===== src/rtl/core/qnl_delay.sv =====
// Enabled shift-register delay line used to carry side data past the long
// arithmetic stages. No package dependency.
`default_nettype none
module qnl_delay #(
   parameter int WIDTH = 8,
   parameter int DEPTH = 4
) (
   input  wire logic             clock,
   input  wire logic             en,
   input  wire logic [WIDTH-1:0] din,
   output logic      [WIDTH-1:0] dout
);

   logic [WIDTH-1:0] tap_ff [DEPTH];

   always_ff @(posedge clock) begin
      if (en) begin
         tap_ff[0] <= din;
         for (int k = 1; k < DEPTH; k++) begin
            tap_ff[k] <= tap_ff[k-1];
         end
      end
   end

   assign dout = tap_ff[DEPTH-1];

endmodule
`default_nettype wire


===== config.mk =====
export PLATFORM = sky130hd
export DESIGN_NAME = qnl_delay
export DESIGN_NICKNAME = d
export VERILOG_FILES = /design/src/rtl/core/qnl_delay.sv
export SDC_FILE = /design/constraint.sdc
export NUM_CORES = 1
export LEC_CHECK = 0
export BUFFER_PORTS_ARGS = -buffer_cell sky130_fd_sc_hd__buf_2
export CORE_ASPECT_RATIO = 1.1
export CORE_UTILIZATION = 55
export CTS_BUF_LIST = sky130_fd_sc_hd__clkbuf_2 sky130_fd_sc_hd__clkbuf_4 sky130_fd_sc_hd__clkbuf_8
export CTS_CLUSTER_DIAMETER = 30
export DETAILED_ROUTE_END_ITERATION = 12
export GPL_TIMING_DRIVEN = 0
export PLACE_DENSITY = 0.79
export SLEW_MARGIN = 15
export SYNTH_ARGS = -nofsm -noshare
export SYNTH_HDL_FRONTEND = slang
export SYNTH_SLANG_ARGS = --single-unit

===== constraint.sdc =====
create_clock -name clock -period 0.8 [get_ports clock]
set_input_delay 0.12 -clock clock [delete_from_list [all_inputs] [get_ports clock]]
set_output_delay 0.12 -clock clock [all_outputs]
set_load 0.01 [all_outputs]

* Word-level counts from Yosys, hierarchy flattened *
Memories as Yosys holds them, arrays and structs flattened.
Index checks and enable logic that the tools add are counted.

storage, ports and cells
  register bits after elaboration = 0
  memory bits (writable) = 32
  input bits = 10
  word-level logic and storage cells = 3
  memories kept = 1

operators by class
  muxes and demuxes = 2

memory list
  memory  depth  width  read ports  clocked after Yosys merged registers in  wr ports  RTL line  RTL
  tap_ff  4      8      4           0                                        4         14        logic [WIDTH-1:0] tap_ff [DEPTH];

operator list
  operator  number
  $mux W1   2

* Logic depth before layout (Yosys ltp) *
  word-level depth = 2
  gate-level depth with buffers = 0

* Worst setup path before layout *
No wires, ideal clock.

  kind = reg-to-reg
  start = memory tap_ff[0][0]
  end = memory tap_ff[1][0], data pin
  library setup time = 266 ps
  arrival = 323 ps
  required time = 534 ps
  path slack = 211 ps
  stages on the path, launching flop included = 1
  buffers on the path = 0
  clock period less this slack = 589 ps
  path through = edfxtp_1

RTL lines
  item         RTL line
  from (decl)  14

==> impl_metrics.csv <==
group,metric,value,unit
critical_path,cp_data_arrival_time,0.84,ns
synth,synth_area_leaders,"edfxtp_1",
power_and_ir_drop,peakVddDrop,3.17,mV
placed_design,gp_congestion,0.599,
critical_path,startpoint,"tap_ff[3][3]$_DFFE_PP_",
critical_path,r2r-start,"tap_ff[1][7]$_DFFE_PP_",
detailed_routing,drc_errors,0,
final_layout,drive_gt1_frac,0.385,
final_layout,top_regs,"tap_ff x32",
critical_path,critical_path_cell_count,1,
critical_path,end_kind,"primary output",
synth,yosysTopAreaCellShare,1.00,
detailed_routing,avgViaCountPerCell,4.99,
final_layout,layout_common_cells,"edfxtp_1, buf_2, dlygate4sd3_1",
global_routing,grt_max_degree,33,
placed_design,post_dp_cell_area,1070,um^2
hold_path,whs_path_depth,1,
critical_path,criticalPathCategory,"reg -> out",
synth,synth.net_count,42,
synth,ys_types,1,
run_status,violations,"negative setup slack",
final_layout,layout_commonest_cell,"edfxtp_1",
final_layout,instances_no_fill,82,
die,die_h,45.8,um
final_layout,fin_nets,74,
global_routing,grt.total_usage,0.139,
critical_path,worstSetupStartpointType,"flop",
flow_run,cap_violations,0,
final_layout,area_growth,27.7,%
synth,post_synth_inst_count,32,
power_and_ir_drop,leakage,0.455,nW
synth,syn_avg_cell_area,30.0,um^2
final_layout,num-multi-input-gates,0,
timing,fin_worst_skew,0.00737,ns
global_routing,grt_pass1_wl,1630,um
final_layout,fill_cells,88,
synth,yosysTopAreaCell,"edfxtp_1",
final_layout,top_register,"tap_ff",
critical_path,worstPathCellList,"buf_2",
critical_path,critical-path-max-stage-delay,0.38,ns
critical_path,cp_top_family,"flip-flops",
timing,fin_ws,-0.163,ns
timing,post-route-period-util,1.20,
clock_network,clk_pin_slew,0.10,ns
critical_path,r2r_slack,0.16,ns
critical_path,slowest_stage,"edfxtp_1",
final_layout,ff_latch_area,961,um^2
clock_network,numCtsBuffers,5,
clock_network,clk_latency,0.32,ns
final_layout,final_area,1230,um^2
detailed_routing,routed_wl,1140,um
final_layout,antenna_cells,0,
die,row_count,15,
clock_network,cts_tree,"built",
detailed_routing,vias,409,
die,initial_core_util,0.602,
clock_network,postCtsSetupRepairBufs,0,
synth,synth-seq-cells,32,
critical_path,r2r_cells,0,
critical_path,crit_path_end,"dout[3]",
global_routing,grt_pass1_vias,368,
die,dieArea,1920,um^2
critical_path,crit_fanout,1,
synth,yosysWarnings,0,
timing,worstMarginPinSlew,0.657,ns
placed_design,port_buffers,17,
detailed_routing,drt_iter0_drc,12,
detailed_routing,drt-wirelength-per-cell,13.9,um
clock_network,clk_path_buf_depth,2,
hold_path,min_path_type,"in -> reg",
synth,syn_area,961,um^2
die,fp.dieW,41.9,um
final_layout,largest_reg_flops,32,
global_routing,grt_antenna_before_repair,0,
timing,hold_viol,0,
final_layout,multiInputGateArea,0,um^2
placed_design,dp_cells,66,
timing,rsz0062_at_grt,"yes",
die,ios,18,
clock_network,clock_sinks,32,
critical_path,worstPathRequired,0.68,ns
timing,finalSetupViolCount,8,
synth,synth_seq_area_share,1.00,
detailed_routing,first_pass_iters,2,
timing,finalMaxSlewViolations,0,
die,core_area,1600,um^2
clock_network,cts-root-buf,"clkbuf_4",
critical_path,cp_num_buf_inv,1,
timing,final.min_clock_period,0.963,ns
run_status,status,"finished, violations left",
timing,fmax,1040,MHz
global_routing,gr-total-overflow,0,
clock_network,htreeDepth,2,
timing,slew_headroom,0.562,
detailed_routing,ant_nets,0,
power_and_ir_drop,p_per_area,2670,nW/um^2
critical_path,reg2reg_to,"tap_ff[2][7]$_DFFE_PP_",
[stage by stage]
step / worst slack [ns] / util / hold slack [ns] / power, mW / TNS, ns
floorplan: 0.211 / - / 0.219 / 2.04 / 0
global placement: -0.194 / 0.669 / 0.296 / 2.11 / -6.19
detailed placement: -0.225 / 0.669 / 0.298 / 2.12 / -7.17
CTS: -0.171 / 0.769 / 0.363 / 3.29 / -1.26
global route: -0.217 / 0.769 / 0.377 / 3.41 / -1.54
finish: -0.163 / 0.769 / 0.369 / 3.27 / -1.15
[power by group]
group | total (mW) | internal [mW] | switching (mW)
clock network | 1.16 | 0.651 | 0.509
logic | 0.114 | 0.0552 | 0.0584
registers | 2.00 | 1.97 | 0.0260
[worst min-delay path by stage]
| stage | slack [ns] | end | from |
|---|---|---|---|
| after detailed placement | 0.30 | tap_ff[0][3]$_DFFE_PP_ | din[3] |
| final | 0.37 | tap_ff[2][0]$_DFFE_PP_ | en |
| after global placement | 0.30 | tap_ff[0][2]$_DFFE_PP_ | din[2] |
| after CTS | 0.36 | tap_ff[2][0]$_DFFE_PP_ | en |
| after global routing | 0.38 | tap_ff[2][3]$_DFFE_PP_ | en |
| after floorplan | 0.22 | tap_ff[0][0]$_DFFE_PP_ | din[0] |
[synthesized netlist by cell type, drive strengths merged]
library cell / number
edfxtp: 32
[layout make-up]
| class | instances | area share |
|---|---|---|
| well taps | 17 | 0.0173 |
| clock buffers | 5 | 0.0306 |
| repair buffers | 25 | 0.135 |
| flip-flops and latches | 32 | 0.783 |
| clock inverters | 3 | 0.0347 |
[kinds of logic after synthesis]
family	synth area share
DFF	1.00
[what timing repair did]
| item | in CTS | in global routing |
|---|---|---|
| setup endpoints to repair | 8 | 8 |
| hold buffers | 8 | 0 |
| endpoints found under the hold margin | 8 | 0 |
| resized for setup | 0 | 0 |
[routing by layer]
| layer | GRT usage | vias to the layer above | share of wire |
|---|---|---|---|
| met1 | 0.129 | 194 | 0.41 |
| met4 | 0.0968 | 0 | 0.027 |
| li1 | - | 191 | - |
| met2 | 0.222 | 20 | 0.51 |
| met5 | 0 | - | 0 |
| met3 | 0.0913 | 4 | 0.059 |
(Power assumes the default switching activity.)
