## config.mk

```make
export PLATFORM = sky130hd
export DESIGN_NAME = qnl_lane
export DESIGN_NICKNAME = d
export VERILOG_FILES = /design/src/rtl/core/qnl_pkg.sv /design/src/rtl/core/qnl_lane.sv
export SDC_FILE = /design/constraint.sdc
export NUM_CORES = 2
export LEC_CHECK = 0
export ABC_AREA = 1
export BUFFER_PORTS_ARGS = -buffer_cell sky130_fd_sc_hd__buf_4
export CORE_MARGIN = 1
export CORE_UTILIZATION = 66
export DETAILED_ROUTE_END_ITERATION = 10
export PLACE_DENSITY = 0.86
export SYNTH_ARGS = -nofsm -noshare
export SYNTH_HDL_FRONTEND = slang
export SYNTH_SLANG_ARGS = --single-unit
```

## constraint.sdc

```tcl
create_clock -name clock -period 7.78 [get_ports clock]
set_input_delay 1.945 -clock clock [delete_from_list [all_inputs] [get_ports clock]]
set_output_delay 1.945 -clock clock [all_outputs]
set_load 0.1 [all_outputs]
```

## src/rtl/core/qnl_pkg.sv

```systemverilog
// Package for the quaternion nlerp block: lane count and the fixed widths of
// the normalization, square root and divide path. No dependencies.
`default_nettype none
package qnl_pkg;

   // Quaternion components handled side by side.
   localparam int LANES = 4;
   // Largest normalized magnitude lies in [2^(UNORM_BITS-1), 2^UNORM_BITS).
   localparam int UNORM_BITS = 30;
   // Sum of four squares of normalized magnitudes.
   localparam int SQ_WIDTH = 2 * UNORM_BITS + 2;
   // Integer square root of that sum.
   localparam int ROOT_WIDTH = UNORM_BITS + 1;

endpackage
`default_nettype wire

```

## src/rtl/core/qnl_lane.sv

```systemverilog
// One component lane of the blend: weights both inputs, sums them and splits
// the result into magnitude and sign over two register stages. Uses qnl_pkg.
`default_nettype none
module qnl_lane import qnl_pkg::*; #(
   parameter int CW = 16,
   parameter int FW = 16
) (
   input  wire logic                  clock,
   input  wire logic                  en,
   input  wire logic signed [CW-1:0]  a,
   input  wire logic signed [CW:0]    b,
   input  wire logic        [FW:0]    t,
   input  wire logic        [FW:0]    tc,
   output logic             [CW+FW+1:0] mag,
   output logic                       neg
);

   localparam int MW = CW + FW + 2;

   logic signed [MW:0]   pa_in, pa_ff, pb_in, pb_ff, v_sum;
   logic        [MW-1:0] mag_in, mag_ff;
   logic                 neg_in, neg_ff;

   assign pa_in = a * $signed({1'b0, tc});
   assign pb_in = b * $signed({1'b0, t});

   assign v_sum  = pa_ff + pb_ff;
   assign neg_in = v_sum[MW];
   assign mag_in = neg_in ? MW'(-v_sum) : MW'(v_sum);

   always_ff @(posedge clock) begin
      if (en) begin
         pa_ff  <= pa_in;
         pb_ff  <= pb_in;
         mag_ff <= mag_in;
         neg_ff <= neg_in;
      end
   end

   assign mag = mag_ff;
   assign neg = neg_ff;

endmodule
`default_nettype wire

```

Yosys cells after proc, flatten, opt, wreduce, memory -nomap -nowiden. Index checks and enable logic that the tools add are counted.

Bits in registers: 105. Input bits: 69. Output and inout port bits: 35. Logic and storage cells: 9.

$add $sub $neg: 2. $mul: 2. Multiplexer cells: 1.

Operator list (count): $add A35 B35 Y35 (1); $mul A17 B18 Y35 (1); $mul A16 B18 Y34 (1); $mux W34 (1); $neg A34 Y34 (1).

Depth between registers and ports, before layout.
Word-level depth: 3. Mapped depth: 28. Depth with buffers taken out: 26.

Least setup slack after synthesis. Ideal clock, no wire load.

Path kind: in2reg. Start point: in a[1]. End point: reg pa_ff[28], data pin. Library setup time: 0.265 ns. Arrival time: 7.058 ns. Data required time: 7.515 ns. Slack: 0.457 ns. Stages: 20. Path buffers: 2. Cells stage by stage: clkbuf_1 clkbuf_1 nand2_1 fa_1 fa_1 fa_1 inv_1 fa_1 fa_1 inv_1 fa_1 inv_1 ha_1 a21oi_1 o21ai_0 a21oi_1 o21ai_0 a21boi_0 o21ai_0 xor2_1.

Cells in the longest elaborated chain, start to end: 1.

Ends and longest elaborated chain: start: declaration (RTL line qnl_lane.sv:10) `input wire logic signed [CW-1:0] a,`; $mul A16 B18 Y34 (RTL line qnl_lane.sv:24) `assign pa_in = a * $signed({1'b0, tc});`; named net pa_in[28] (RTL line qnl_lane.sv:20) `logic signed [MW:0] pa_in, pa_ff, pb_in, pb_ff, v_sum;`; end signal: assignment (RTL line qnl_lane.sv:33) `pa_ff <= pa_in;`; end: declaration (RTL line qnl_lane.sv:20).

The timed path passes the listed nets, and every way through them passes these cells. A chain may end at the register's enable or synchronous reset.

Worst setup path in the final report. Same ends and word-level chain as after synthesis.

==> out/results.md <==
| Quantity | Reported |
|---|---|
| Final setup viols | 0 |
| Clock Sink Count | 104 |
| Final Hold Violating Endpoints | 0 |
| Detail Placement HPWL | 50.7 mm |
| Standard cell core area | 39100 µm² |
| Full die area | 40900 µm² |
| Status | complete, no violations |
| Standard cell with the maximum stage delay on the critical path | fa_1 |
| Clock tree buffer depth | 2 |
| Final ANT Viol Nets | 0 |
| Syn Inst Count | 3467 |
| Die extent in x | 202 µm |
| Required @ worst endpoint | 7.88 ns |
| Number of buffers added for setup after CTS | 0 |
| Top FF cell, synth | edfxtp_1 |
| Routed wire per std cell | 14.9 µm |
| Async set-reset flop share out of synthesis | 0% |
| Proportion of synthesized chip area in sequential cells | 11.8% |
| Number of enable-type register cells in the synthesized netlist | 104 |
| Share of post-route cells with drive strength above 1 | 5.45% |
| Post-detailed-route DRC marker count | 0 |
| Max stage delay on crit path | 0.54 ns |
| Post-route clock skew | 0.0133 ns |
| Series of cell instances along the critical path | buf_4, nand2_1, fa_1, fa_1, fa_1, inv_1, fa_1, fa_1, inv_1, fa_1, inv_1, ha_1, a21oi_1, o21ai_0, a21oi_1, o21ai_0, a21boi_0, o21ai_0, xor2_1 |
| Routability congestion estimate from global placement | 0.935 |
| Area leader, netlist | fa_1 |
| Number of buffers inserted during clock tree synthesis | 9 |
| Starting Density | 67.7% |
| Antenna diode count | 0 |
| Number of flip-flops and latches in the synthesized netlist | 104 |
| Number of max-capacitance violations reported | 0 |
| Arrival time of the worst setup path | 7.35 ns |
| Clock transition at the register clock pins on the worst setup and hold paths after CTS | 0.08 ns |
| Maximum level of the CTS H-tree | 3 |
| Area of the mapped netlist | 26500 µm² |
| WL final | 59.5 mm |
| Unrepaired setup endpoints after global routing | no |
| Wire length of the first global-routing pass | 101 mm |
| Cts hold-fix bufs | 0 |
| Number of rows in the core area | 72 |
| Number of detailed-route iterations in the first pass | 6 |
| Share of Yosys cell area claimed by the top area cell type | 32.7% |
| Placed Cells | 3969 |
| Critical setup path kind | primary input to flop |
| Syn Area/Cell | 7.63 µm² |
| Startpoint types | primary input |
| Relative slew slack | 30.4% |
| Vias | 21227 |
| Yosys warning total | 0 |
| Transition time of the tightest slew-check pin | 1.04 ns |
| Min cycle time layout | 7.25 ns |
| Portion of the clock cycle consumed by the worst path in the final layout | 93.2% |
| F_max | 138 MHz |
| Largest driver fanout on the critical path | 17 |
| Overall global routing resource usage | 30.8% |
| Clock latency on the worst-skew pair | 0.36 ns |
| Main area contributors after synthesis | fa_1 33%, nand2_1 14%, inv_1 14% |
| Via count normalized by instance count | 5.33 |
| Vertical die dimension | 202 µm |
| Largest net degree at the start of global routing | 57 |
| Port buffer count | 103 |
| Total gr overflow | 0 |
| TritonCTS clock tree | yes |
| Total I/O pin count | 104 |
| Number of design-rule violations left by the first detailed-router iteration | 1642 |
| Synthesized Nets | 4256 |
| Layout net count | 4251 |
| Final-report max-slew violation count | 0 |
| CTS root buffer | clkbuf_16 |
| Initial antenna violation count | 0 |
| PnR worst setup slack | 0.528 ns |
| Post-place setup slack | 0.248 ns |
| Most frequent cells in the layout | 976 x nand2_1, 972 x inv_1, 433 x fa_1, 287 x ha_1, 128 x nor2_1 |
| Commonest non-fill, non-tap cell in the layout | nand2_1 |
| Resized cells post-CTS | 0 |
| Worst hold path class | flop to flop |
| Cell type with the highest occurrence count on the critical path | fa_1 |
| Final Instance Count excl. Fillers | 3985 |
| Area overhead of the layout relative to synthesis | 4.82% |
| Vias in the first global route | 21661 |
| Post-route setup TNS | 0 ns |
| Count of different cell masters after synthesis | 44 |
| Worst Setup End Kind | flop |
## state kept, by name, indices dropped and copies added (netlist names)
register and cells:
mag 34, neg 1, pa_ff 34, pb_ff 35
## per-stage QoR
step | util [%] | hold WS [ns] | cell area (µm²)
floorplan | - | 0.535 | 26500
global placement | 70.2 | 0.544 | 27500
detailed placement | 70.2 | 0.544 | 27500
CTS | 71.0 | 0.562 | 27700
global route | 71.0 | 0.600 | 27700
finish | 71.0 | 0.560 | 27700
## metal layers
layer | global-route usage, % | routed length (µm) | share of wire (%)
met5 | 0 | 0 | 0
met4 | 11.2 | 2210 | 3.7
met3 | 3.64 | 4390 | 7.4
met2 | 51.0 | 28300 | 48
met1 | 41.8 | 24600 | 41
## kinds of logic after synthesis
family / synth area share, %
compound gates: 3.76
xor+xnor: 3.01
simple gates: 19.3
buf+inv: 15.8
fa+ha+maj: 46.3
flops: 11.8
## critical path, delay by kind of cell
kind                       cells  cell delay, ns
and+or+nand+nor                1            0.12
xor gates and xnor gates       1            0.18
buffers and inverters          4            0.36
AOI/OAI and AO/OA              6            1.38
adders and majority gates      7            3.37
## path summary, 6_finish.rpt
check / start / endpoint / slack, ns / cells after the start
worst min-delay path: pb_ff[0] / mag[0] / 0.56 / 1
worst max-delay path: a[1] / pa_ff[28] / 0.53 / 19
worst max register to register: pa_ff[0] / mag[27] / 4.28 / 14
worst min register to register: pb_ff[0] / mag[0] / 0.56 / 1
## final cells by class
type	count	area (µm²)
clock inverters	6	61.3
flip-flops and latches	104	3120
fillers	3094	11400
well taps	518	648
repair buffers	112	841
clock buffers	10	229
multi-input cells	2255	19200
inverters	980	3680
## synth_stat cells (2+ instances only)
cell and n:
o21ai_1 3, o211ai_1 2, ha_1 287, or2_2 17
o21a_1 9, nand3_1 62, nand3b_1 11, nand4_1 17
o21bai_1 6, a21o_1 4, a31oi_1 6, buf_6 3
o31ai_1 3, nor4_1 5, clkbuf_1 123, and2_1 5
xor2_1 52, nand3_2 4, o221ai_1 2, nor3_1 8
xnor2_1 39, nor2_1 128, nor2_2 13, inv_2 8
fa_1 433, o21ai_0 42, a21boi_0 3, inv_1 972
nand2_1 976, nand2_2 14, a21oi_1 94, edfxtp_1 104
Power is not shown: default switching activity piles up to over one toggle a cycle in this logic, so the estimate is an artifact.
