<file path="src/rtl/core/qnl_pkg.sv">
// Package for the quaternion nlerp block: lane count and the fixed widths of
// the normalization, square root and divide path. No dependencies.
`default_nettype none
package qnl_pkg;

   // Quaternion components handled side by side.
   localparam int LANES = 4;
   // Largest normalized magnitude lies in [2^(UNORM_BITS-1), 2^UNORM_BITS).
   localparam int UNORM_BITS = 30;
   // Sum of four squares of normalized magnitudes.
   localparam int SQ_WIDTH = 2 * UNORM_BITS + 2;
   // Integer square root of that sum.
   localparam int ROOT_WIDTH = UNORM_BITS + 1;

endpackage
`default_nettype wire

</file>
<file path="src/rtl/core/qnl_isqrt.sv">
// Pipelined integer square root, one result bit per stage, for the sum of
// squared normalized magnitudes. Uses qnl_pkg.
`default_nettype none
module qnl_isqrt import qnl_pkg::*; (
   input  wire logic                  clock,
   input  wire logic                  en,
   input  wire logic [SQ_WIDTH-1:0]   s,
   output logic      [ROOT_WIDTH-1:0] root
);

   logic [SQ_WIDTH-1:0]   rem_ff  [ROOT_WIDTH-1];
   logic [ROOT_WIDTH-1:0] root_ff [ROOT_WIDTH];

   for (genvar k = 0; k < ROOT_WIDTH; k++) begin : g_stage
      localparam int BitPos = ROOT_WIDTH - 1 - k;
      logic [SQ_WIDTH-1:0]   rem_prev, trial;
      logic [ROOT_WIDTH-1:0] root_prev;
      logic                  take;

      if (k == 0) begin : g_first
         assign rem_prev  = s;
         assign root_prev = '0;
      end else begin : g_next
         assign rem_prev  = rem_ff[k-1];
         assign root_prev = root_ff[k-1];
      end

      // The found upper root bits and the trial bit do not overlap.
      assign trial = (SQ_WIDTH'(root_prev) << (BitPos + 1))
                   | (SQ_WIDTH'(1) << (2 * BitPos));
      assign take  = rem_prev >= trial;

      always_ff @(posedge clock) begin
         if (en) begin
            root_ff[k] <= take ? (root_prev | (ROOT_WIDTH'(1) << BitPos)) : root_prev;
         end
      end

      if (k < ROOT_WIDTH - 1) begin : g_rem
         always_ff @(posedge clock) begin
            if (en) begin
               rem_ff[k] <= take ? (rem_prev - trial) : rem_prev;
            end
         end
      end
   end

   assign root = root_ff[ROOT_WIDTH-1];

endmodule
`default_nettype wire

</file>
<file path="config.mk">
export PLATFORM = sky130hd
export DESIGN_NAME = qnl_isqrt
export DESIGN_NICKNAME = d
export VERILOG_FILES = /design/src/rtl/core/qnl_pkg.sv /design/src/rtl/core/qnl_isqrt.sv
export SDC_FILE = /design/constraint.sdc
export NUM_CORES = 2
export LEC_CHECK = 0
export CAP_MARGIN = 40
export CORE_MARGIN = 3
export CORE_UTILIZATION = 55
export DETAILED_ROUTE_END_ITERATION = 8
export DONT_BUFFER_PORTS = 1
export HOLD_SLACK_MARGIN = 0.08
export PLACE_DENSITY = 0.71
export SYNTH_ARGS = -nofsm -noshare
export SYNTH_HDL_FRONTEND = slang
export SYNTH_SLANG_ARGS = --single-unit
</file>
<file path="constraint.sdc">
create_clock -name clock -period 4.1 [get_ports clock]
set_input_delay 0.615 -clock clock [delete_from_list [all_inputs] [get_ports clock]]
set_output_delay 0.615 -clock clock [all_outputs]
set_load 0.01 [all_outputs]
</file>
[Word level (Yosys, flattened, before mapping)]
Memories as Yosys holds them, arrays and structs flattened.
Cells that the tools add are included.
Storage, ports and cells
  ROM bits: 0
  bits in registers: 0
  memories: 2
  logic and storage cells: 126
  bits in latches: 0
  RAM bits: 2821
  input port bits: 64
  output and inout port bits: 31
Memories
  rem_ff: depth 30, bits a word 62, read ports 30, clocked after Yosys merged registers in 0, write ports 30, line qnl_isqrt.sv:11  | logic [SQ_WIDTH-1:0] rem_ff [ROOT_WIDTH-1];
  root_ff: depth 31, bits a word 31, read ports 31, clocked after Yosys merged registers in 0, write ports 31, line qnl_isqrt.sv:12  | logic [ROOT_WIDTH-1:0] root_ff [ROOT_WIDTH];
Operators by class
  divide/modulo/power cells: 0
  shift-type cells: 0
  add/subtract/negate cells: 30
  multiplexer cells: 63
  reduce and logical (&&, ||, !) cells: 0
  bitwise gates (word level): 0
  $mul: 0
  $lt $le $gt $ge: 31
  equality and inequality tests: 0
Operators with widths (number)
  62-bit two-way mux: 30
  62-bit by 32-bit greater-or-equal comparator with 1-bit output: 1
  62-bit by 33-bit greater-or-equal comparator with 1-bit output: 1
  62-bit by 34-bit greater-or-equal comparator with 1-bit output: 1
  62-bit by 35-bit greater-or-equal comparator with 1-bit output: 1
  62-bit by 36-bit greater-or-equal comparator with 1-bit output: 1
  62-bit by 37-bit greater-or-equal comparator with 1-bit output: 1
  62-bit by 38-bit greater-or-equal comparator with 1-bit output: 1
  62-bit by 39-bit greater-or-equal comparator with 1-bit output: 1
  62-bit by 40-bit greater-or-equal comparator with 1-bit output: 1
  62-bit by 41-bit greater-or-equal comparator with 1-bit output: 1
  62-bit by 42-bit greater-or-equal comparator with 1-bit output: 1
  62-bit by 43-bit greater-or-equal comparator with 1-bit output: 1
  62-bit by 44-bit greater-or-equal comparator with 1-bit output: 1
  62-bit by 45-bit greater-or-equal comparator with 1-bit output: 1
  62-bit by 46-bit greater-or-equal comparator with 1-bit output: 1
  62-bit by 47-bit greater-or-equal comparator with 1-bit output: 1
  62-bit by 48-bit greater-or-equal comparator with 1-bit output: 1
  62-bit by 49-bit greater-or-equal comparator with 1-bit output: 1
  62-bit by 50-bit greater-or-equal comparator with 1-bit output: 1
  62-bit by 51-bit greater-or-equal comparator with 1-bit output: 1
  62-bit by 52-bit greater-or-equal comparator with 1-bit output: 1
  62-bit by 53-bit greater-or-equal comparator with 1-bit output: 1
  62-bit by 54-bit greater-or-equal comparator with 1-bit output: 1
  69 further kinds: 71

[Logic depth before layout (Yosys ltp)]
An unclocked memory read counts as a cell.
  depth after elaboration: 3
  gate-level depth with buffers: 15
  depth with buffers taken out: 14

[Worst setup path before layout]
Ideal clock, no wire load.
  path type: flip-flop to flip-flop
  start: mem rem_ff[3][138] in the netlist's numbering
  end: mem rem_ff[3][232] in the netlist's numbering, data pin
  path slack: 0.406 ns
  stages on the path, launching flop included: 13
  clock period less this slack: 3.694 ns
  data arrival time: 3.436 ns
  setup time: 0.258 ns
  required time: 3.842 ns
  path buffers: 1
  cells stage by stage: edfxtp_1 ha_1 clkbuf_1 nand3_1 or4_1 or4_1 o2111ai_1 a21oi_1 a21boi_1 a2111o_1 nor3_1 nand4b_1 xnor2_1
RTL lines (line)
  start, declared: qnl_isqrt.sv:11

==> metrics.txt <==
outcome=complete, no violations; Tot Pwr=70.5 mW; slowest stage cell, crit path=or4_4; Critical Path RT=4.69 ns; main combinational cell family by area after synthesis=simple AND/OR/NAND/NOR gates; Tot GR Track Use=0.246; post-synthesis adder-cell area fraction=0.0585; DRT antenna net count=0; Buffers & Inverters on Critical Path=1; initial DRC count=6381; Reg clk slew, reported paths=0.06 ns; CP Cell Sequence=inv_1 -> ha_1 -> nand3_1 -> or3_1 -> nor3_1 -> nand4_1 -> a21o_1 -> nor2b_4 -> or4_4 -> a211oi_4 -> nand4_1 -> xnor2_1; number of global-route vias before repair=69900; worst hold slack=0.244 ns; row cnt=165; post-CTS setup repair buffer count=0; CTS max path bufs=3; CTS tree=built; Fin. Hold Viols=0; Pwr per Cell Area=560 nW/um2; unrepaired setup endpoints after global routing=no; Post-synth ARST share=0; delay-heaviest family, CP=simple AND/OR/NAND/NOR gates; Post-Route WL=262 mm; synth unique cells=88; most frequent cell after synthesis=edfxtp_1; sequential area share after synthesis=0.630; core area=203000 um2; skew final=0.0892 ns; Post-synth top flop=edfxtp_1; Layout Nets=9811; critical path type=register to register; Tcrit/Tclk final=0.960; Synthesized Nets=9469; Starting Density=0.554; largest net degree at the start of global routing=255; startpoint types=register; drt drc=0; Die ar.=210000 um2; clk_lat worst skew=0.89 ns; worst slew pin tran=1.49 ns; CP max FO=7; average cell area after synthesis=12.6 um2; Commonest cells post-synth=edfxtp_1, inv_1, nor2_1, a21oi_1, ha_1; CTS HTree Levels=4; Overflow after GRT=0; clock root buffer=clkbuf_16; VDD IR max=0.489 mV; max-slew violation count=0; Crit path largest cell delay=0.50 ns; Slew headroom=0.00679; Static Leak=47.6 nW; Num CTS Buffers=237; initial antenna violation count=13; Max Freq=254 MHz; Post-Synth Simple-Gate Area=0.120; layout cell share with drive strength beyond 1=0.0793; post-synth top area share=0.630; Most common cell on crit path=nand4_1; port bufs=0; WP data arrival=4.53 ns; worst hold path class=input port to register; Pre-antenna DRT Iters=8; number of max-cap violations=0; Synth Area in Compound Gates=0.0895; Gate Count Post-Synth=8880; Final Cell Area=126000 um2; hpwl dp=189 mm; first-pass GRT wire length=404 mm; Setup-failing EPs final=0; Final min period=3.93 ns; gpl congestion=0.926; Ys Warns=0; Area Overhead vs Synth=12.2%; area leader, netlist=edfxtp_1; Die Span X=458 um; mux share of post-synthesis cell area=0.00962; DP Area=117000 um2; Critical Path End Type=register; post-DR wirelength/cell=21.6 um; flops & latches, synth=2356; Post-synth EDFFs=2356; Synth area leaders=edfxtp_1, ha_1, xnor2_1; Die Span Y=458 um; Vias/cell=5.90; synthesized area=112000 um2; Synth Area in XOR/XNOR=0.0647; clock sinks=2356; io pins=95; Vias=71500
==> placed cells by master, fill, tap and decap left out, drive strengths merged, types with 19 or more instances in the layout <==
cell and count:
o21a 86, and4 20, nor4b 44, dlygate4sd3 63, and2 31, a21o 213
ha 525, nand2b 94, and3 49, clkbuf 281, nor2b 79, nor4 327
inv 657, clkinv 114, bufinv 36, o31ai 37, xnor2 431, or4 55
a21oi 582, mux2 87, nand2 503, or3 91, o21ai 391, nand4b 19
nand3 175, nor3 244, a211oi 40, nand3b 27, nor2 609, or2 41
a21boi 24, buf 204, o211ai 23, xor2 398, nand4 150, o21bai 41
edfxtp 2356, a31oi 45
==> cell families after synthesis <==
group,after synthesis
AND/OR/NAND/NOR,2608
flip-flops,2356
AO/OA/AOI/OAI,1640
XOR/XNOR,829
buffers and inverters,825
adder cells (fa/ha/maj),525
multiplexers,97
==> routing by layer <==
| layer | wire length [um] | vias to the layer above | global-route usage | share of wire |
|---|---|---|---|---|
| li1 | - | 34000 | - | - |
| met2 | 126000 | 2103 | 0.408 | 0.48 |
| met3 | 14600 | 446 | 0.0336 | 0.056 |
| met5 | 13 | - | 0 | 0.000050 |
| met4 | 6820 | 2 | 0.0687 | 0.026 |
| met1 | 115000 | 34900 | 0.342 | 0.44 |
==> worst paths after layout <==
path,cells past startpoint,start,end,slack (ns)
setup / recovery,12,root_ff[13][55],rem_ff[3][309],0.17
setup reg to reg,12,root_ff[13][55],rem_ff[3][309],0.17
hold reg to reg,0,root_ff[13][40],root_ff[14][9],0.41
hold / removal,4,s[46],root_ff[0][30],0.24
==> power breakdown <==
part	switching, mW	internal, mW
registers	2.49	30.6
logic	8.63	6.34
clock network	9.40	13.0
total	20.5	50.0
==> tightest hold or removal path, cell delays in order <==
cell and delay, ns:
nor3_1 0.02, nand4_1 0.09, o41ai_1 0.08, clkbuf_2 0.15
==> area by class of cell <==
cell class	instances	area, um2
multi-input cells	5699	38600
diodes	4	10.0
fillers	15200	76600
clock buffers	279	6110
well taps	2672	3340
inverters	653	2450
repair buffers	275	2610
flip-flops and latches	2356	70700
clock inverters	169	2070
==> state kept, by name (all words and copies together), names as in the netlist <==
signal,cells
rem_ff,1860
root_ff,496
==> timing repair <==
action	CTS	global route
setup endpoints to repair	737	349
resized for setup	0	14
endpoints found under the hold margin	70	0
hold buffers	63	0
pin swaps	0	0
cloned	6	1
==> metrics by stage <==
step,setup WS (ns),std cells,TNS [ns],util
2_1_floorplan,0.406,8880,0,-
3_3_place_gp,-2.30,11600,-1495.16,0.577
3_5_place_dp,-2.50,11600,-1705.79,0.577
4_1_cts,0.0294,12100,0,0.621
5_1_grt,0.00453,12100,0,0.622
6_report,0.166,12100,0,0.622
No activity file was read; power rests on OpenSTA's default activity.
