File: src/rtl/core/qnl_pkg.sv
// Package for the quaternion nlerp block: lane count and the fixed widths of
// the normalization, square root and divide path. No dependencies.
`default_nettype none
package qnl_pkg;

   // Quaternion components handled side by side.
   localparam int LANES = 4;
   // Largest normalized magnitude lies in [2^(UNORM_BITS-1), 2^UNORM_BITS).
   localparam int UNORM_BITS = 30;
   // Sum of four squares of normalized magnitudes.
   localparam int SQ_WIDTH = 2 * UNORM_BITS + 2;
   // Integer square root of that sum.
   localparam int ROOT_WIDTH = UNORM_BITS + 1;

endpackage
`default_nettype wire

File: src/rtl/core/qnl_div.sv
// Pipelined restoring divider, one quotient bit per stage, that scales one
// normalized magnitude by the root of the sum of squares. Uses qnl_pkg.
`default_nettype none
module qnl_div import qnl_pkg::*; #(
   parameter int CW = 16
) (
   input  wire logic                            clock,
   input  wire logic                            en,
   input  wire logic [UNORM_BITS+CW-2:0]        num,
   input  wire logic [ROOT_WIDTH-1:0]           den,
   output logic      [CW-2:0]                   quo
);

   localparam int NW = UNORM_BITS + CW - 1;
   localparam int QW = CW - 1;

   logic [NW-1:0]         rem_ff [QW-1];
   logic [ROOT_WIDTH-1:0] den_ff [QW-1];
   logic [QW-1:0]         quo_ff [QW];

   for (genvar k = 0; k < QW; k++) begin : g_stage
      localparam int BitPos = QW - 1 - k;
      logic [NW-1:0]         rem_prev, trial;
      logic [ROOT_WIDTH-1:0] den_prev;
      logic [QW-1:0]         quo_prev;
      logic                  take;

      if (k == 0) begin : g_first
         assign rem_prev = num;
         assign den_prev = den;
         assign quo_prev = '0;
      end else begin : g_next
         assign rem_prev = rem_ff[k-1];
         assign den_prev = den_ff[k-1];
         assign quo_prev = quo_ff[k-1];
      end

      assign trial = NW'(den_prev) << BitPos;
      assign take  = rem_prev >= trial;

      always_ff @(posedge clock) begin
         if (en) begin
            quo_ff[k] <= take ? (quo_prev | (QW'(1) << BitPos)) : quo_prev;
         end
      end

      if (k < QW - 1) begin : g_carry
         always_ff @(posedge clock) begin
            if (en) begin
               rem_ff[k] <= take ? (rem_prev - trial) : rem_prev;
               den_ff[k] <= den_prev;
            end
         end
      end
   end

   assign quo = quo_ff[QW-1];

endmodule
`default_nettype wire

File: config.mk
export PLATFORM = sky130hd
export DESIGN_NAME = qnl_div
export DESIGN_NICKNAME = d
export VERILOG_FILES = /design/src/rtl/core/qnl_pkg.sv /design/src/rtl/core/qnl_div.sv
export SDC_FILE = /design/constraint.sdc
export NUM_CORES = 2
export LEC_CHECK = 0
export BUFFER_PORTS_ARGS = -buffer_cell sky130_fd_sc_hd__buf_4
export CAP_MARGIN = 20
export CORE_UTILIZATION = 34
export CTS_CLUSTER_DIAMETER = 150
export DETAILED_ROUTE_END_ITERATION = 16
export MAX_ROUTING_LAYER = met4
export PLACE_DENSITY_LB_ADDON = 0.05
export SYNTH_ARGS = -nofsm -noshare
export SYNTH_HDL_FRONTEND = slang
export SYNTH_SLANG_ARGS = --single-unit
File: constraint.sdc
create_clock -name clock -period 5.2 [get_ports clock]
set_input_delay 0.78 -clock clock [delete_from_list [all_inputs] [get_ports clock]]
set_output_delay 0.78 -clock clock [all_outputs]
set_load 0.1 [all_outputs]
# Word-level counts from Yosys, hierarchy flattened
# Memories as Yosys holds them, arrays and structs flattened.
# Index checks and enable logic that the tools add are counted.
dict set report classes {
  n_addsub 14
  order_cmp 15
  muxes 31
}
# operator n
set op_table {}
lappend op_table {{2-to-1 mux 45 bit} 14}
lappend op_table {{>= comparator 45 x 31 -> 1 bit} 1}
lappend op_table {{>= comparator 45 x 32 -> 1 bit} 1}
lappend op_table {{>= comparator 45 x 33 -> 1 bit} 1}
lappend op_table {{>= comparator 45 x 34 -> 1 bit} 1}
lappend op_table {{>= comparator 45 x 35 -> 1 bit} 1}
lappend op_table {{>= comparator 45 x 36 -> 1 bit} 1}
lappend op_table {{>= comparator 45 x 37 -> 1 bit} 1}
lappend op_table {{>= comparator 45 x 38 -> 1 bit} 1}
lappend op_table {{>= comparator 45 x 39 -> 1 bit} 1}
lappend op_table {{>= comparator 45 x 40 -> 1 bit} 1}
lappend op_table {{>= comparator 45 x 41 -> 1 bit} 1}
lappend op_table {{>= comparator 45 x 42 -> 1 bit} 1}
lappend op_table {{>= comparator 45 x 43 -> 1 bit} 1}
lappend op_table {{>= comparator 45 x 44 -> 1 bit} 1}
lappend op_table {{>= comparator 45 bit} 1}
lappend op_table {{subtractor 45 x 32 -> 45 bit} 1}
lappend op_table {{subtractor 45 x 33 -> 45 bit} 1}
lappend op_table {{subtractor 45 x 34 -> 45 bit} 1}
lappend op_table {{subtractor 45 x 35 -> 45 bit} 1}
lappend op_table {{subtractor 45 x 36 -> 45 bit} 1}
lappend op_table {{subtractor 45 x 37 -> 45 bit} 1}
lappend op_table {{subtractor 45 x 38 -> 45 bit} 1}
lappend op_table {{subtractor 45 x 39 -> 45 bit} 1}
lappend op_table {{21 further kinds} 23}
dict set report totals {
  regBits 0
  mem_bits_rw 1289
  in_bits 78
  output_inout_bits 15
  elab_cells 63
  mem_count 3
}
# name words width read_ports rd_clocked_by_memory_dff write_ports line_no
set memory_table {}
lappend memory_table {rem_ff 14 45 14 0 14 qnl_div.sv:17} ;# logic [NW-1:0] rem_ff [QW-1];
lappend memory_table {den_ff 14 31 14 0 14 qnl_div.sv:18} ;# logic [ROOT_WIDTH-1:0] den_ff [QW-1];
lappend memory_table {quo_ff 15 15 15 0 15 qnl_div.sv:19} ;# logic [QW-1:0] quo_ff [QW];

# Depth between registers and ports, before layout
# An unclocked memory read counts as a cell.
dict set report logic_depth {
  depth_word 3
  ltp_mapped 14
  depth_no_buf 13
}

# Worst setup path before layout
# OpenSTA, ideal clock, no wires.
dict set report synth_path {
  kind {input -> register}
  startpoint {in den[10]}
  endpoint {mem rem_ff[0][22] (netlist name) (data pin)}
  setup_time_ns 0.262
  t_arrival_ns 3.268
  required_time_ns 4.938
  slack_ns 1.670
  path_stages 12
  path_buffers 2
  cell_sequence {inv_1 ha_1 buf_2 nor2_1 or3_1 a211o_1 a41oi_2 a31oi_1 a211o_1 a21oi_4 buf_6 mux2_1}
}
# item line_no
set synth_rtl {}
lappend synth_rtl {{start: declaration} qnl_div.sv:10} ;# input wire logic [ROOT_WIDTH-1:0] den,
lappend synth_rtl {{end: declaration} qnl_div.sv:17}

==> impl_metrics.env <==
export IMPL_ant_nets=0
export IMPL_layout_area_overhead_vs_synth_pct=12.6
export IMPL_r2r_slack_ps=970
export IMPL_clock_skews_ps=37.3
export IMPL_place_detailed_hpwl_mm=159
export IMPL_fin_util_pct=38.5
export IMPL_leakage_power_uw=0.0301
export IMPL_mappedNetlistArea_mm2=0.0682
export IMPL_worstSkewPairLatency_ps=800
export IMPL_initial_utilization_pct=34.2
export IMPL_drtIter0Drc=3546
export IMPL_critical_path_slowest_cell="o41ai_1"
export IMPL_synth_area_per_cell_um2=10.7
export IMPL_clockBufferDepth=3
export IMPL_dr_total_vias=47700
export IMPL_synth_edff_count=1184
export IMPL_final_max_slew_viol_count=0
export IMPL_yosysUniqueCellTypes=93
export IMPL_postSynthRegisterBits=1184
export IMPL_synth_top_flop_cell="edfxtp_1"
export IMPL_rsz0062_at_grt="false"
export IMPL_ys_top_cells_by_area="edfxtp_1 (52%), ha_1 (8.5%), a21oi_1 (4.8%)"
export IMPL_synth_top_area_share_pct=52.1
export IMPL_routed_wire_length_per_instance_um=21.9
export IMPL_cts_htree_levels=4
export IMPL_crit_end="rem_ff[1][176]"
export IMPL_crit_path_start="den_ff[10][0]"
export IMPL_synthesis_instances=6350
export IMPL_rr_endpoint="rem_ff[1][176]"
export IMPL_ios=93
export IMPL_yosys_warnings=0
export IMPL_final_routed_wirelength_across_all_metal_layers_mm=202
export IMPL_critical_path_cell_chain="ha_1 -> fa_1 -> nor2b_1 -> o31a_1 -> o31ai_1 -> a21boi_0 -> a31oi_1 -> o41ai_1 -> o221ai_1 -> nand3b_1 -> xnor2_1"
export IMPL_drc_errors=0
export IMPL_grt_antenna_before_repair=2
export IMPL_tritoncts="yes"
export IMPL_route_detailed_vias_per_inst=5.18
export IMPL_crit_path_max_fanout=5
export IMPL_power_density_mw_per_mm2=575
export IMPL_final_period_minus_worst_setup_slack_ps=4230
export IMPL_power_ir_vdd_worst_v=0.000311
export IMPL_clock_fmax_mhz=236
export IMPL_grt_max_degree=134
export IMPL_die_height_um=450
export IMPL_run_status="finished clean"
export IMPL_most_frequent_cells_in_the_layout="edfxtp_1 (1184), a21oi_1 (647), inv_1 (595)"
export IMPL_placementRows=164
export IMPL_clock_root_buffer="clkbuf_16"
export IMPL_layout_drive_gt1_share_pct=8.03
export IMPL_place_port_buffers=92
export IMPL_cp_end_kind="flip-flop"
export IMPL_cts_made_buffers=145
export IMPL_cts_sinks=1184
export IMPL_drt_pass1_iter_count=5
export IMPL_grtUsageTotal_pct=20.2
export IMPL_cts_setup_buffers=0
export IMPL_finalSetupViolCount=0
export IMPL_critical_path_arrival_ps=4760
export IMPL_cp_start_kind="flip-flop"
export IMPL_gp_routability_congestion=0.949
export IMPL_worst_slew_margin_rel_pct=21.6
export IMPL_timing_worst_slew_pin_value_ps=1170
export IMPL_finalInstanceArea_mm2=0.0768
export IMPL_max_stage_delay_ps=980
export IMPL_fp_dieArea_mm2=0.202
export IMPL_global_route_overflow_total=0
export IMPL_timing_final_crit_share_pct=81.4
export IMPL_synth_seq_area_share_pct=52.1
export IMPL_drv_cap=0
export IMPL_grt_pass1_vias=48000
export IMPL_synth_area_leader_cell="edfxtp_1"
export IMPL_resized_gates_after_cts=0
export IMPL_postSynth_asyncResetShare_pct=0
export IMPL_clock_transition_at_path_regs_ps=60
export IMPL_placed_cell_area_mm2=0.0721
export IMPL_critical_path_reg2reg_startpoint="den_ff[10][0]"
export IMPL_hold_path_class="input pin to flip-flop"
export IMPL_final_nets=7002
export IMPL_grt_pass1_wl_mm=302
export IMPL_worst_r2r_path_depth=11
export IMPL_finalHoldViolations=0
export IMPL_cp_data_required_time_ps=5730
export IMPL_critical_path_class="flip-flop to flip-flop"
export IMPL_floorplan_die_width_um=450
export IMPL_mostFrequentLayoutCell="edfxtp_1"
export IMPL_post_cts_hold_buffer_count=0
export IMPL_timing_setup_tns_ps=0
export IMPL_core_region_area_mm2=0.199
export IMPL_syn_nets=6907
[how the worst min path moves through the flow]
stage,to,depth (start not counted),start
finish,den_ff[0][10],1,den[10]
global placement,quo_ff[4][29],0,quo_ff[4][14]
floorplan,quo_ff[0][29],0,quo_ff[0][14]
detailed placement,quo_ff[1][29],0,quo_ff[1][14]
global route,den_ff[0][12],1,den[12]
CTS,den_ff[0][26],1,den[26]
[logic make-up (layout without fill, tap and decap cells)]
family / Yosys count / in the layout / share of synthesized area, %
AO/OA/AOI/OAI: 1706 / 1706 / 15.4
XOR/XNOR: 455 / 455 / 5.84
other: 0 / 3 / 0
multiplexers: 112 / 112 / 1.84
adder cells (fa/ha/maj): 479 / 479 / 8.94
AND/OR/NAND/NOR: 1618 / 1618 / 11.4
flip-flops: 1184 / 1184 / 52.1
buffers and inverters: 796 / 1006 / 4.49
[synth_stat cells, types with 34 or more instances]
cell,instances
edfxtp_1,1184
and3_1,43
o21ai_0,362
nor2_1,482
xor2_1,198
a21o_1,193
o31ai_1,34
inv_1,595
nand4_1,104
nand2_1,424
clkbuf_1,146
o211ai_1,46
a31oi_1,64
a21oi_1,649
nor4_1,54
nor3_1,120
ha_1,465
o21bai_1,64
buf_2,37
o21a_1,50
a211oi_1,38
mux2_2,97
nand2b_1,63
nand3_1,116
xnor2_1,257
nor2b_1,53
[where the power goes]
group / switching (uW) / leakage (uW) / total (uW) / internal [uW]
Clock: 4160 / 0.00228 / 10000 / 5890
Combinational: 11000 / 0.0164 / 18500 / 7470
Sequential: 1800 / 0.0115 / 15600 / 13800
Total: 17000 / 0.0301 / 44200 / 27200
[routing by layer]
layer  vias to the layer above  GRT usage [%]  part of all wire (%)
met3                       284           2.22                   2.8
li1                      23600              -                     -
met2                       815           34.8                    50
met1                     23100           24.6                    44
met4                         0           6.77                   3.3
met5                         -              -                     0
[final cells by class]
cell class,instances,area (um^2)
antenna,3,7.51
clock buffer,169,3800
clock inverter,93,878
fill,19600,123000
inverter,599,2250
multi-input combinational,4370,29700
sequential,1184,35600
tap,2656,3320
timing repair buffer,145,1310
[sequential cells by signal (all words and copies together) (netlist names)]
register	flops
den_ff	434
rem_ff	630
quo_ff	120
[stage by stage]
| stage | hold slack [ps] | total power, uW | std cells | worst slack (ps) |
|---|---|---|---|---|
| 2_1_floorplan | 400 | 28200 | 6350 | 1670 |
| 3_3_place_gp | 401 | 34400 | 8952 | 1050 |
| 3_5_place_dp | 405 | 34300 | 8953 | 984 |
| 4_1_cts | 105 | 44600 | 9215 | 1020 |
| 5_1_grt | 123 | 47100 | 9217 | 719 |
| 6_report | 182 | 44200 | 9219 | 967 |
[critical path: cells and delay by family, from the launching register on]
family	cells	cell delay, ps
simple gates	2	380
compound gates	6	2500
xor+xnor	1	70
flops	1	390
fa+ha+maj	2	630
(Power assumes the default switching activity.)
